<file path="src/rtl/cgps_pkg.sv">
// Shared types, constants and helpers for the conic gradient pixel shader.
// No dependencies; included by every module of the block via wildcard import.
`default_nettype none

package cgps_pkg;

	// Angle, brightness and hue constants.
	localparam int ANGLE_QUAD   = 90;
	localparam int VAL_MAX      = 255;
	localparam int SECTOR       = 60;
	localparam int HUE_RANGE    = 360;
	localparam int SAT_RESET    = 200;
	localparam int CENTER_RESET = 120;
	localparam int CENTER_W     = 10;

	// Field widths.
	localparam int PHASE_W = 9;
	localparam int HUE_W   = 9;
	localparam int CHAN_W  = 8;
	localparam int COLOR_W = 16;

	// Angle divider: numerator n*90 with n <= 254, divisor below 255,
	// quotient in 0..90.
	localparam int NUM_W = 15;
	localparam int DEN_W = 8;
	localparam int QUO_W = 7;

	// Pipeline depth of the HSV to RGB565 converter.
	localparam int HSV_STAGES = 5;

	// Configuration register indexes.
	localparam int REG_INDEX_W = 2;
	localparam logic [REG_INDEX_W-1:0] REG_CENTER_X   = 2'd0;
	localparam logic [REG_INDEX_W-1:0] REG_CENTER_Y   = 2'd1;
	localparam logic [REG_INDEX_W-1:0] REG_SATURATION = 2'd2;

	// Per-item data that rides alongside the angle divider.
	typedef struct packed {
		logic [HUE_W-1:0]   base;
		logic [PHASE_W-1:0] phase;
		logic [CHAN_W-1:0]  val;
	} side_t;

	// Hue sector, one per 60 degrees.
	typedef enum logic [2:0] {
		SEC_RED_YEL  = 3'd0,
		SEC_YEL_GRN  = 3'd1,
		SEC_GRN_CYN  = 3'd2,
		SEC_CYN_BLU  = 3'd3,
		SEC_BLU_MAG  = 3'd4,
		SEC_MAG_RED  = 3'd5
	} sector_t;

	// Exact floor(x / 255) for any x up to 255 * 255, the largest product of
	// two channel values.
	function automatic logic [CHAN_W-1:0] div255(input logic [15:0] x);
		logic [16:0] t;
		t = 17'(x) + 17'd1 + 17'(x[15:8]);
		return t[15:8];
	endfunction

endpackage

`default_nettype wire

</file>
<file path="src/rtl/cgps_div.sv">
// Pipelined restoring divider for the gradient angle, one quotient bit per stage.
// Depends on cgps_pkg for widths and the side data struct.
`default_nettype none

module cgps_div (
	input  wire logic                   clk,
	input  wire logic                   arst_n,
	input  wire logic                   valid,
	input  wire logic [cgps_pkg::NUM_W-1:0] num,
	input  wire logic [cgps_pkg::DEN_W-1:0] den,
	input  cgps_pkg::side_t             side,
	output logic                        done,
	output logic [cgps_pkg::QUO_W-1:0]  quo,
	output cgps_pkg::side_t             side_out
);
	import cgps_pkg::*;

	// Element i holds the item after i quotient bits have been decided.
	logic             vld_s  [QUO_W+1];
	logic [NUM_W-1:0] rem_s  [QUO_W];
	logic [DEN_W-1:0] den_s  [QUO_W];
	logic [QUO_W-1:0] quo_s  [QUO_W+1];
	side_t            side_s [QUO_W+1];

	assign vld_s[0]  = valid;
	assign rem_s[0]  = num;
	assign den_s[0]  = den;
	assign quo_s[0]  = '0;
	assign side_s[0] = side;

	for (genvar i = 0; i < QUO_W; i++) begin : g_step
		localparam int SH = QUO_W - 1 - i;
		logic [NUM_W-1:0] dsh;
		logic             ge;

		assign dsh = NUM_W'(den_s[i]) << SH;
		assign ge  = rem_s[i] >= dsh;

		always_ff @(posedge clk or negedge arst_n) begin
			if (!arst_n) begin
				vld_s[i+1] <= 1'b0;
			end else begin
				vld_s[i+1] <= vld_s[i];
			end
		end

		always_ff @(posedge clk) begin
			quo_s[i+1]  <= {quo_s[i][QUO_W-2:0], ge};
			side_s[i+1] <= side_s[i];
		end

		if (i < QUO_W - 1) begin : g_carry
			always_ff @(posedge clk) begin
				rem_s[i+1] <= ge ? rem_s[i] - dsh : rem_s[i];
				den_s[i+1] <= den_s[i];
			end
		end
	end

	assign done     = vld_s[QUO_W];
	assign quo      = quo_s[QUO_W];
	assign side_out = side_s[QUO_W];

endmodule

`default_nettype wire

</file>
<file path="src/rtl/cgps_hsv.sv">
// Five-stage pipelined integer HSV to RGB565 converter.
// Depends on cgps_pkg for the sector type, constants and div255.
`default_nettype none

module cgps_hsv (
	input  wire logic                      clk,
	input  wire logic                      arst_n,
	input  wire logic                      valid,
	input  wire logic [cgps_pkg::HUE_W-1:0]  hue,
	input  wire logic [cgps_pkg::CHAN_W-1:0] val,
	input  wire logic [cgps_pkg::CHAN_W-1:0] sat,
	output logic                           done,
	output logic [cgps_pkg::COLOR_W-1:0]   color
);
	import cgps_pkg::*;

	localparam logic [CHAN_W-1:0] FULL = CHAN_W'(VAL_MAX);

	// Stage 1: sector and fractional position f = (h mod 60) * 255 / 60.
	logic              valid_h1;
	sector_t           sec_h1;
	logic [CHAN_W-1:0] f_h1;
	logic [CHAN_W-1:0] val_h1;

	sector_t          sec_c;
	logic [HUE_W-1:0] off_c;
	logic [HUE_W-1:0] rem_c;
	logic [11:0]      f17_c;

	always_comb begin
		priority if (hue >= HUE_W'(5 * SECTOR)) begin
			sec_c = SEC_MAG_RED;
			off_c = HUE_W'(5 * SECTOR);
		end else if (hue >= HUE_W'(4 * SECTOR)) begin
			sec_c = SEC_BLU_MAG;
			off_c = HUE_W'(4 * SECTOR);
		end else if (hue >= HUE_W'(3 * SECTOR)) begin
			sec_c = SEC_CYN_BLU;
			off_c = HUE_W'(3 * SECTOR);
		end else if (hue >= HUE_W'(2 * SECTOR)) begin
			sec_c = SEC_GRN_CYN;
			off_c = HUE_W'(2 * SECTOR);
		end else if (hue >= HUE_W'(SECTOR)) begin
			sec_c = SEC_YEL_GRN;
			off_c = HUE_W'(SECTOR);
		end else begin
			sec_c = SEC_RED_YEL;
			off_c = '0;
		end
		rem_c = hue - off_c;
		// 255/60 reduces to 17/4, so the scale is a multiply by 17 and a shift.
		f17_c = 12'(rem_c) * 12'(VAL_MAX / 15);
	end

	always_ff @(posedge clk or negedge arst_n) begin
		if (!arst_n) begin
			valid_h1 <= 1'b0;
		end else begin
			valid_h1 <= valid;
		end
	end

	always_ff @(posedge clk) begin
		sec_h1 <= sec_c;
		f_h1   <= CHAN_W'(f17_c >> 2);
		val_h1 <= val;
	end

	// Stage 2: the three products that depend only on s, f and v.
	logic              valid_h2;
	sector_t           sec_h2;
	logic [CHAN_W-1:0] val_h2;
	logic [15:0]       sf_h2;
	logic [15:0]       sg_h2;
	logic [15:0]       vp_h2;

	always_ff @(posedge clk or negedge arst_n) begin
		if (!arst_n) begin
			valid_h2 <= 1'b0;
		end else begin
			valid_h2 <= valid_h1;
		end
	end

	always_ff @(posedge clk) begin
		sec_h2 <= sec_h1;
		val_h2 <= val_h1;
		sf_h2  <= 16'(sat) * 16'(f_h1);
		sg_h2  <= 16'(sat) * 16'(FULL - f_h1);
		vp_h2  <= 16'(val_h1) * 16'(FULL - sat);
	end

	// Stage 3: scale back by 255; p is final here.
	logic              valid_h3;
	sector_t           sec_h3;
	logic [CHAN_W-1:0] val_h3;
	logic [CHAN_W-1:0] qa_h3;
	logic [CHAN_W-1:0] ta_h3;
	logic [CHAN_W-1:0] p_h3;

	always_ff @(posedge clk or negedge arst_n) begin
		if (!arst_n) begin
			valid_h3 <= 1'b0;
		end else begin
			valid_h3 <= valid_h2;
		end
	end

	always_ff @(posedge clk) begin
		sec_h3 <= sec_h2;
		val_h3 <= val_h2;
		qa_h3  <= FULL - div255(sf_h2);
		ta_h3  <= FULL - div255(sg_h2);
		p_h3   <= div255(vp_h2);
	end

	// Stage 4: multiply by v for q and t.
	logic              valid_h4;
	sector_t           sec_h4;
	logic [CHAN_W-1:0] val_h4;
	logic [CHAN_W-1:0] p_h4;
	logic [15:0]       vq_h4;
	logic [15:0]       vt_h4;

	always_ff @(posedge clk or negedge arst_n) begin
		if (!arst_n) begin
			valid_h4 <= 1'b0;
		end else begin
			valid_h4 <= valid_h3;
		end
	end

	always_ff @(posedge clk) begin
		sec_h4 <= sec_h3;
		val_h4 <= val_h3;
		p_h4   <= p_h3;
		vq_h4  <= 16'(val_h3) * 16'(qa_h3);
		vt_h4  <= 16'(val_h3) * 16'(ta_h3);
	end

	// Stage 5: final scale, channel selection by sector and RGB565 packing.
	logic              valid_h5;
	logic [COLOR_W-1:0] color_h5;

	logic [CHAN_W-1:0] q_c;
	logic [CHAN_W-1:0] t_c;
	logic [CHAN_W-1:0] r_c;
	logic [CHAN_W-1:0] g_c;
	logic [CHAN_W-1:0] b_c;

	always_comb begin
		q_c = div255(vq_h4);
		t_c = div255(vt_h4);
		unique case (sec_h4)
			SEC_RED_YEL: begin
				r_c = val_h4; g_c = t_c;    b_c = p_h4;
			end
			SEC_YEL_GRN: begin
				r_c = q_c;    g_c = val_h4; b_c = p_h4;
			end
			SEC_GRN_CYN: begin
				r_c = p_h4;   g_c = val_h4; b_c = t_c;
			end
			SEC_CYN_BLU: begin
				r_c = p_h4;   g_c = q_c;    b_c = val_h4;
			end
			SEC_BLU_MAG: begin
				r_c = t_c;    g_c = p_h4;   b_c = val_h4;
			end
			default: begin
				r_c = val_h4; g_c = p_h4;   b_c = q_c;
			end
		endcase
	end

	always_ff @(posedge clk or negedge arst_n) begin
		if (!arst_n) begin
			valid_h5 <= 1'b0;
		end else begin
			valid_h5 <= valid_h4;
		end
	end

	always_ff @(posedge clk) begin
		color_h5 <= {r_c[7:3], g_c[7:2], b_c[7:3]};
	end

	assign done  = valid_h5;
	assign color = color_h5;

endmodule

`default_nettype wire

</file>
<file path="src/rtl/conic_gradient_pixel_shader.sv">
// Top level of the conic gradient pixel shader: front end, angle divider, hue wrap.
// Depends on cgps_pkg, cgps_div and cgps_hsv.
`default_nettype none

// Usage
// The block shades one pixel per item. An item (pixel_x, pixel_y, phase) is
// accepted at each rising edge where start is high and busy is low. Busy is
// always low: the block is a fully pipelined datapath and accepts an item in
// every cycle, so the sustained rate is one pixel per clock.
// Each item produces exactly one result. Its RGB565 color is on color with done
// high for one cycle once the item has passed every register stage; it is
// taken at the edge that ends that cycle. There are 17 register stages, the
// first loaded at the accepting edge: four front-end stages (offset, absolute
// value, Manhattan sum and quadrant, multiply by 90), seven divider stages that
// each decide one bit of the angle, one stage for the hue wrap and five stages
// of HSV to RGB565 conversion.
// The receiver has no way to stall the block; results must be taken as they
// appear. Items are shaded in order and results keep that order.
// The configuration port writes center_x, center_y and saturation through
// wr_en, wr_index and wr_data; unknown indexes are ignored. Registers should
// only change while no item is in flight.
// Reset (arst_n low) clears all valid bits, so no result is produced for items
// in flight, and returns the center to (120, 120) and saturation to 200.
// Pixels at Manhattan distance 255 or more from the center come out black.

module conic_gradient_pixel_shader #(
	parameter int COORD_BITS = 10,
	localparam int WR_W = (COORD_BITS > 8) ? COORD_BITS : 8
) (
	input  wire logic                                clk,
	input  wire logic                                arst_n,
	input  wire logic                                start,
	output logic                                     busy,
	input  wire logic [COORD_BITS-1:0]               pixel_x,
	input  wire logic [COORD_BITS-1:0]               pixel_y,
	input  wire logic [cgps_pkg::PHASE_W-1:0]        phase,
	output logic                                     done,
	output logic [cgps_pkg::COLOR_W-1:0]             color,
	input  wire logic                                wr_en,
	input  wire logic [cgps_pkg::REG_INDEX_W-1:0]    wr_index,
	input  wire logic [WR_W-1:0]                     wr_data
);
	import cgps_pkg::*;

	localparam int LATENCY = 4 + QUO_W + 1 + HSV_STAGES;
	localparam logic [COORD_BITS-1:0] CENTER_MASK =
		COORD_BITS'((1 << CENTER_W) - 1);

	// Configuration registers.
	logic [COORD_BITS-1:0] center_x_q;
	logic [COORD_BITS-1:0] center_y_q;
	logic [CHAN_W-1:0]     saturation_q;

	always_ff @(posedge clk or negedge arst_n) begin
		if (!arst_n) begin
			center_x_q   <= COORD_BITS'(CENTER_RESET);
			center_y_q   <= COORD_BITS'(CENTER_RESET);
			saturation_q <= CHAN_W'(SAT_RESET);
		end else if (wr_en) begin
			unique case (wr_index)
				REG_CENTER_X:   center_x_q   <= wr_data[COORD_BITS-1:0] & CENTER_MASK;
				REG_CENTER_Y:   center_y_q   <= wr_data[COORD_BITS-1:0] & CENTER_MASK;
				REG_SATURATION: saturation_q <= wr_data[CHAN_W-1:0];
				default: ;
			endcase
		end
	end

	// The pipeline never stalls, so an item is taken whenever start is high.
	assign busy = 1'b0;

	// Stage 1: signed offsets from the center.
	logic                         valid_s1;
	logic signed [COORD_BITS:0]   dx_s1;
	logic signed [COORD_BITS:0]   dy_s1;
	logic [PHASE_W-1:0]           phase_s1;

	always_ff @(posedge clk or negedge arst_n) begin
		if (!arst_n) begin
			valid_s1 <= 1'b0;
		end else begin
			valid_s1 <= start;
		end
	end

	always_ff @(posedge clk) begin
		dx_s1    <= signed'({1'b0, pixel_x}) - signed'({1'b0, center_x_q});
		dy_s1    <= signed'({1'b0, pixel_y}) - signed'({1'b0, center_y_q});
		phase_s1 <= phase;
	end

	// Stage 2: magnitudes and the sign bits that select the quadrant.
	logic                  valid_s2;
	logic [COORD_BITS-1:0] ax_s2;
	logic [COORD_BITS-1:0] ay_s2;
	logic                  sx_s2;
	logic                  sy_s2;
	logic [PHASE_W-1:0]    phase_s2;

	always_ff @(posedge clk or negedge arst_n) begin
		if (!arst_n) begin
			valid_s2 <= 1'b0;
		end else begin
			valid_s2 <= valid_s1;
		end
	end

	always_ff @(posedge clk) begin
		ax_s2    <= dx_s1[COORD_BITS] ? COORD_BITS'(-dx_s1) : COORD_BITS'(dx_s1);
		ay_s2    <= dy_s1[COORD_BITS] ? COORD_BITS'(-dy_s1) : COORD_BITS'(dy_s1);
		sx_s2    <= dx_s1[COORD_BITS];
		sy_s2    <= dy_s1[COORD_BITS];
		phase_s2 <= phase_s1;
	end

	// Stage 3: Manhattan distance, brightness, quadrant base and divider operands.
	// Beyond distance 254 the brightness is zero and the color is black whatever
	// the hue, so the divider only ever sees 8-bit operands.
	logic               valid_s3;
	logic [CHAN_W-1:0]  n_s3;
	logic [DEN_W-1:0]   den_s3;
	side_t              side_s3;

	logic [COORD_BITS:0] sum_c;
	logic [15:0]         sum_w;
	logic                big_c;
	logic [15:0]         ax_w;
	logic [15:0]         ay_w;
	logic [15:0]         n_w;
	logic [HUE_W-1:0]    base_c;

	always_comb begin
		sum_c = {1'b0, ax_s2} + {1'b0, ay_s2};
		sum_w = 16'(sum_c);
		big_c = sum_w >= 16'(VAL_MAX);
		ax_w  = 16'(ax_s2);
		ay_w  = 16'(ay_s2);
		unique case ({sx_s2, sy_s2})
			2'b00: begin
				base_c = '0;
				n_w    = ay_w;
			end
			2'b10: begin
				base_c = HUE_W'(ANGLE_QUAD);
				n_w    = ax_w;
			end
			2'b11: begin
				base_c = HUE_W'(2 * ANGLE_QUAD);
				n_w    = ay_w;
			end
			default: begin
				base_c = HUE_W'(3 * ANGLE_QUAD);
				n_w    = ax_w;
			end
		endcase
	end

	always_ff @(posedge clk or negedge arst_n) begin
		if (!arst_n) begin
			valid_s3 <= 1'b0;
		end else begin
			valid_s3 <= valid_s2;
		end
	end

	always_ff @(posedge clk) begin
		n_s3          <= big_c ? '0 : n_w[CHAN_W-1:0];
		// At the center the numerator is zero; a divisor of one gives angle zero.
		den_s3        <= (big_c || sum_c == '0) ? DEN_W'(1) : sum_w[DEN_W-1:0];
		side_s3.base  <= base_c;
		side_s3.phase <= phase_s2;
		side_s3.val   <= big_c ? '0 : CHAN_W'(VAL_MAX) - sum_w[CHAN_W-1:0];
	end

	// Stage 4: scale the numerator by 90 degrees.
	logic             valid_s4;
	logic [NUM_W-1:0] num_s4;
	logic [DEN_W-1:0] den_s4;
	side_t            side_s4;

	always_ff @(posedge clk or negedge arst_n) begin
		if (!arst_n) begin
			valid_s4 <= 1'b0;
		end else begin
			valid_s4 <= valid_s3;
		end
	end

	always_ff @(posedge clk) begin
		num_s4  <= NUM_W'(n_s3) * NUM_W'(ANGLE_QUAD);
		den_s4  <= den_s3;
		side_s4 <= side_s3;
	end

	// Angle within the quadrant, one quotient bit per stage.
	logic             div_valid;
	logic [QUO_W-1:0] div_quo;
	side_t            div_side;

	cgps_div u_div (
		.clk      (clk),
		.arst_n   (arst_n),
		.valid    (valid_s4),
		.num      (num_s4),
		.den      (den_s4),
		.side     (side_s4),
		.done     (div_valid),
		.quo      (div_quo),
		.side_out (div_side)
	);

	// Hue stage: angle plus phase, wrapped into 0..359. The sum stays below
	// three full turns, so at most one of two fixed subtractions applies.
	logic              valid_s12;
	logic [HUE_W-1:0]  hue_s12;
	logic [CHAN_W-1:0] val_s12;

	logic [HUE_W:0]   hsum_c;
	logic [HUE_W-1:0] hue_c;

	always_comb begin
		hsum_c = (HUE_W + 1)'(div_side.base) + (HUE_W + 1)'(div_quo)
			+ (HUE_W + 1)'(div_side.phase);
		priority if (hsum_c >= (HUE_W + 1)'(2 * HUE_RANGE)) begin
			hue_c = HUE_W'(hsum_c - (HUE_W + 1)'(2 * HUE_RANGE));
		end else if (hsum_c >= (HUE_W + 1)'(HUE_RANGE)) begin
			hue_c = HUE_W'(hsum_c - (HUE_W + 1)'(HUE_RANGE));
		end else begin
			hue_c = HUE_W'(hsum_c);
		end
	end

	always_ff @(posedge clk or negedge arst_n) begin
		if (!arst_n) begin
			valid_s12 <= 1'b0;
		end else begin
			valid_s12 <= div_valid;
		end
	end

	always_ff @(posedge clk) begin
		hue_s12 <= hue_c;
		val_s12 <= div_side.val;
	end

	// Color conversion with the configured saturation.
	cgps_hsv u_hsv (
		.clk    (clk),
		.arst_n (arst_n),
		.valid  (valid_s12),
		.hue    (hue_s12),
		.val    (val_s12),
		.sat    (saturation_q),
		.done   (done),
		.color  (color)
	);

`ifndef ASSERT_OFF
	// Every accepted item yields exactly one result after the fixed latency.
	a_latency_out : assert property (@(posedge clk) disable iff (!arst_n)
		start |-> ##LATENCY done)
		else $error("accepted item did not produce a result on time");

	a_latency_in : assert property (@(posedge clk) disable iff (!arst_n)
		done |-> $past(start, LATENCY))
		else $error("result without a matching accepted item");

	// The angle inside one quadrant never exceeds a quarter turn.
	a_quo_range : assert property (@(posedge clk) disable iff (!arst_n)
		div_valid |-> div_quo <= QUO_W'(ANGLE_QUAD))
		else $error("divider quotient above 90");

	// Zero brightness must come out black.
	a_black : assert property (@(posedge clk) disable iff (!arst_n)
		valid_s3 && side_s3.val == '0 |-> ##(LATENCY - 3) (done && color == '0))
		else $error("zero brightness pixel is not black");
`endif

endmodule

`default_nettype wire
</file>
<file path="config.mk">
export PLATFORM = sky130hd
export DESIGN_NAME = conic_gradient_pixel_shader
export DESIGN_NICKNAME = d
export VERILOG_FILES = /design/src/rtl/cgps_pkg.sv /design/src/rtl/cgps_div.sv /design/src/rtl/cgps_hsv.sv /design/src/rtl/conic_gradient_pixel_shader.sv
export SDC_FILE = /design/constraint.sdc
export NUM_CORES = 2
export LEC_CHECK = 0
export BUFFER_PORTS_ARGS = -buffer_cell sky130_fd_sc_hd__buf_2
export CAP_MARGIN = 40
export CORE_MARGIN = 4
export CORE_UTILIZATION = 40
export DETAILED_ROUTE_END_ITERATION = 16
export PLACE_DENSITY = 0.62
export SYNTH_ARGS = -nofsm -noshare
export SYNTH_HDL_FRONTEND = slang
export SYNTH_SLANG_ARGS = --single-unit
</file>
<file path="constraint.sdc">
create_clock -name clk -period 8.05 [get_ports clk]
set_input_delay 0.4025 -clock clk [delete_from_list [all_inputs] [get_ports clk]]
set_output_delay 0.4025 -clock clk [all_outputs]
set_load 0.05 [all_outputs]
</file>
==> impl_results.md <==
* Status: finished, final reports clean
* Total gr overflow at 0
* Number of global-route vias before repair at approximately 22000
* Fin. max-slew vios at 0
* # rows at ~110
* Synth Area in XOR/XNOR at under 10%
* Crit-path max FO at 25
* Seq/Total Area, Yosys at a little over two fifths
* Wirelength per Cell at between 10 and 15 microns
* M2 GR Usage at 23.97%
* Core ar. at between 80000 and 90000 sq um
* Seq cells post-synth at approximately 700
* Final setup violation count at 0
* Top cell type's share of synthesized area at approximately two fifths
* CP Data Required Time at between 8 and 9 ns
* Max-cap violations at 0
* Chip Width at roughly 300 microns
* Post-Synth Adder-Cell Area at roughly 25%
* Mean Syn Cell Area at approximately 10 sq um
* Slew margin rel. at 37.35%
* Final Hold Viols at 0
* Later-pin clock latency in the skew report at roughly 0.62 ns
* Period utilization at between 60% and 70%
* Hold Crit Class: in -> reg
* Sink Count at around 700
* Compound-gate portion of the synthesized area at between 7 and 8%
* Fin area at a little under 40000 sq um
* Yosys cell types at 79
* Starting Density at roughly two fifths
* H-tree depth at 3
* Main combinational cell family by area after synthesis: adder cells
* Cell count after synthesis at about 3300
* Nets at approximately 4000
* Ant. Diodes at 0
* Post-synth top area cell: dfxtp_1
* Fmax at 194.1 MHz
* Fin Setup TNS at 0 ns
* Count leader, synth: dfxtp_1
* Final antenna-violating net count at 0
* Worst-Margin Slew at roughly 0.94 ns
* GRT Total Usage at about 14%
* Vias at between 20000 and 25000
* Area of placed instances at ~36000 sq um
* Mapped cell area at 34270 sq um
* Num CTS Buffers at 76
* Worst Setup End Kind: flop
* Simple-gate area share of the yosys netlist at around an eighth
* I/O Pins at 63
* First-pass GRT wire length at about 110 mm
* Final setup margin at about 2.9 ns
* Critical path class: reg -> reg
* Clk root buf: clkbuf_16
* Reg2Reg Depth at 15
* Layout cell share with drive strength beyond 1 at under 10%
* Drt initial violations at 760
* DRC viols at 0
* Initial antenna violation count at 5
* Post-synth EDFFs at 0
* Fin crit period at between 5 and 6 ns
* Via/cell ratio at 4.610
* Largest net degree at the start of global routing at 33
* Total Wirelength at 61.27 mm
* Synth-to-layout area growth at 13.16%
* Multiplexer area fraction after synthesis at 1.413%
* Global-route met1 utilization at a little under a fifth
* RSZ-0062 raised after global routing: false
* Total number of yosys warnings at 0
* Hold Path Depth at 3
* Synth cell count leaders: dfxtp_1, inv_1, ha_1
* Most used flip-flop cell after synthesis: dfxtp_1
* Gr busiest metal: met2
* Met3 Track Usage GR at about 2.2%
* Worst EP arrival at between 5 and 6 ns
* Hold Slack at around 0.060 ns
* CTS tree: built
* HPWL Detailed at between 40 and 50 mm
* Max Root-Sink Buffers at 3
* Clock slew at reported path FFs at around 0.060 ns
* Initial DRT Pass Iterations at 5
* Synth area leaders: dfxtp_1, ha_1, fa_1
* Asr flop ratio synth at 6.401%
* Number of gates resized after CTS at 0
* Worst Clk Skew at 0.02108 ns
* IO buf count at 61
* Setup WS pre-CTS at 2.894 ns
* Height of the die at between 300 and 400 microns
* Post-synth net total at between 3000 and 4000
* Setup crit start kind: flop
* Die ar. at roughly 90000 sq um
* Routability cong. at approximately 0.8
[sequential cells by signal, indices dropped and copies added, names as in the netlist, 21 cells and up]
signal	count
u_div.rem_s	84
u_div.side_s	138
side_s4	23
u_div.den_s	48
u_div.side_out	23
u_div.quo_s	21
side_s3	23
[routing by layer]
layer | routed length (microns) | share of wire (%)
met4 | 1439 | 2.3
met1 | 28910 | 47
met2 | 28700 | 47
met3 | 2202 | 3.6
met5 | 13 | 0.021
[placed cells by master (no fill, tap or decap), drive strengths merged, types with 17 or more instances in the layout]
cell	n
nor2	154
buf	69
xor2	54
a21o	34
inv	494
o31ai	18
dfrtp	34
dfxtp	658
nor3	51
nand3	36
fa	208
ha	363
mux2i	18
or3	17
and2	151
nand2	166
xnor2	134
nor2b	130
mux2	27
a21oi	111
o21ai	104
clkbuf	100
nand2b	58
o21a	30
[kinds of logic after synthesis]
family | count (synthesis)
AO/OA/AOI/OAI | 416
XOR/XNOR | 188
adder cells (fa/ha/maj) | 571
buffers and inverters | 546
flip-flops | 703
multiplexers | 45
other | 1
AND/OR/NAND/NOR | 829
[critical path, cell delays in order, from the launching register on]
cell	delay [ns]
dfrtp_1	0.96
nand2b_1	0.23
fa_1	0.42
fa_1	0.54
inv_1	0.05
fa_1	0.52
inv_1	0.05
fa_1	0.52
inv_1	0.04
ha_1	0.33
or3_1	0.38
a41oi_1	0.30
nor2b_1	0.08
o21a_1	0.18
o41ai_1	0.29
xnor2_1	0.17
[timing repair]
action | in CTS | in global routing
hold endpoints to repair | 28 | 0
setup buffers | 0 | 0
hold buffers | 13 | 0
[cell type report]
class / count / area [sq um]
Clock inverter: 38 / 591.8
Clock buffer: 100 / 2198
Sequential cell: 703 / 14310
Tap cell: 1144 / 1431
Fill cell: 8005 / 46360
Multi-Input combinational cell: 2050 / 17900
Timing Repair Buffer: 82 / 523.0
Inverter: 486 / 1824
[stage by stage]
stage,instances,util [%]
after floorplan,3299,-
after global placement,4448,42.05
after detailed placement,4452,42.12
after CTS,4603,45.55
after global routing,4603,45.55
final,4603,45.55
[final timing paths]
| check | start | endpoint | slack, ns |
|---|---|---|---|
| setup reg to reg | saturation_q[0]$_DFFE_PN0P_ | u_hsv.vp_h2[14]$_DFF_P_ | 2.90 |
| min in group asynchronous | arst_n | center_y_q[1]$_DFFE_PN0P_ | 0.35 |
| hold reg to reg | side_s3[20]$_DFF_P_ | side_s4[20]$_DFF_P_ | 0.31 |
| hold / removal | wr_data[4] | center_x_q[4]$_DFFE_PN1P_ | 0.06 |
| setup / recovery | saturation_q[0]$_DFFE_PN0P_ | u_hsv.vp_h2[14]$_DFF_P_ | 2.90 |
| max in group asynchronous | arst_n | center_y_q[6]$_DFFE_PN1P_ | 7.08 |
Power is left out: the tool's default activity adds up to more than one toggle a clock period on the data nets, which glitch-free logic cannot reach.
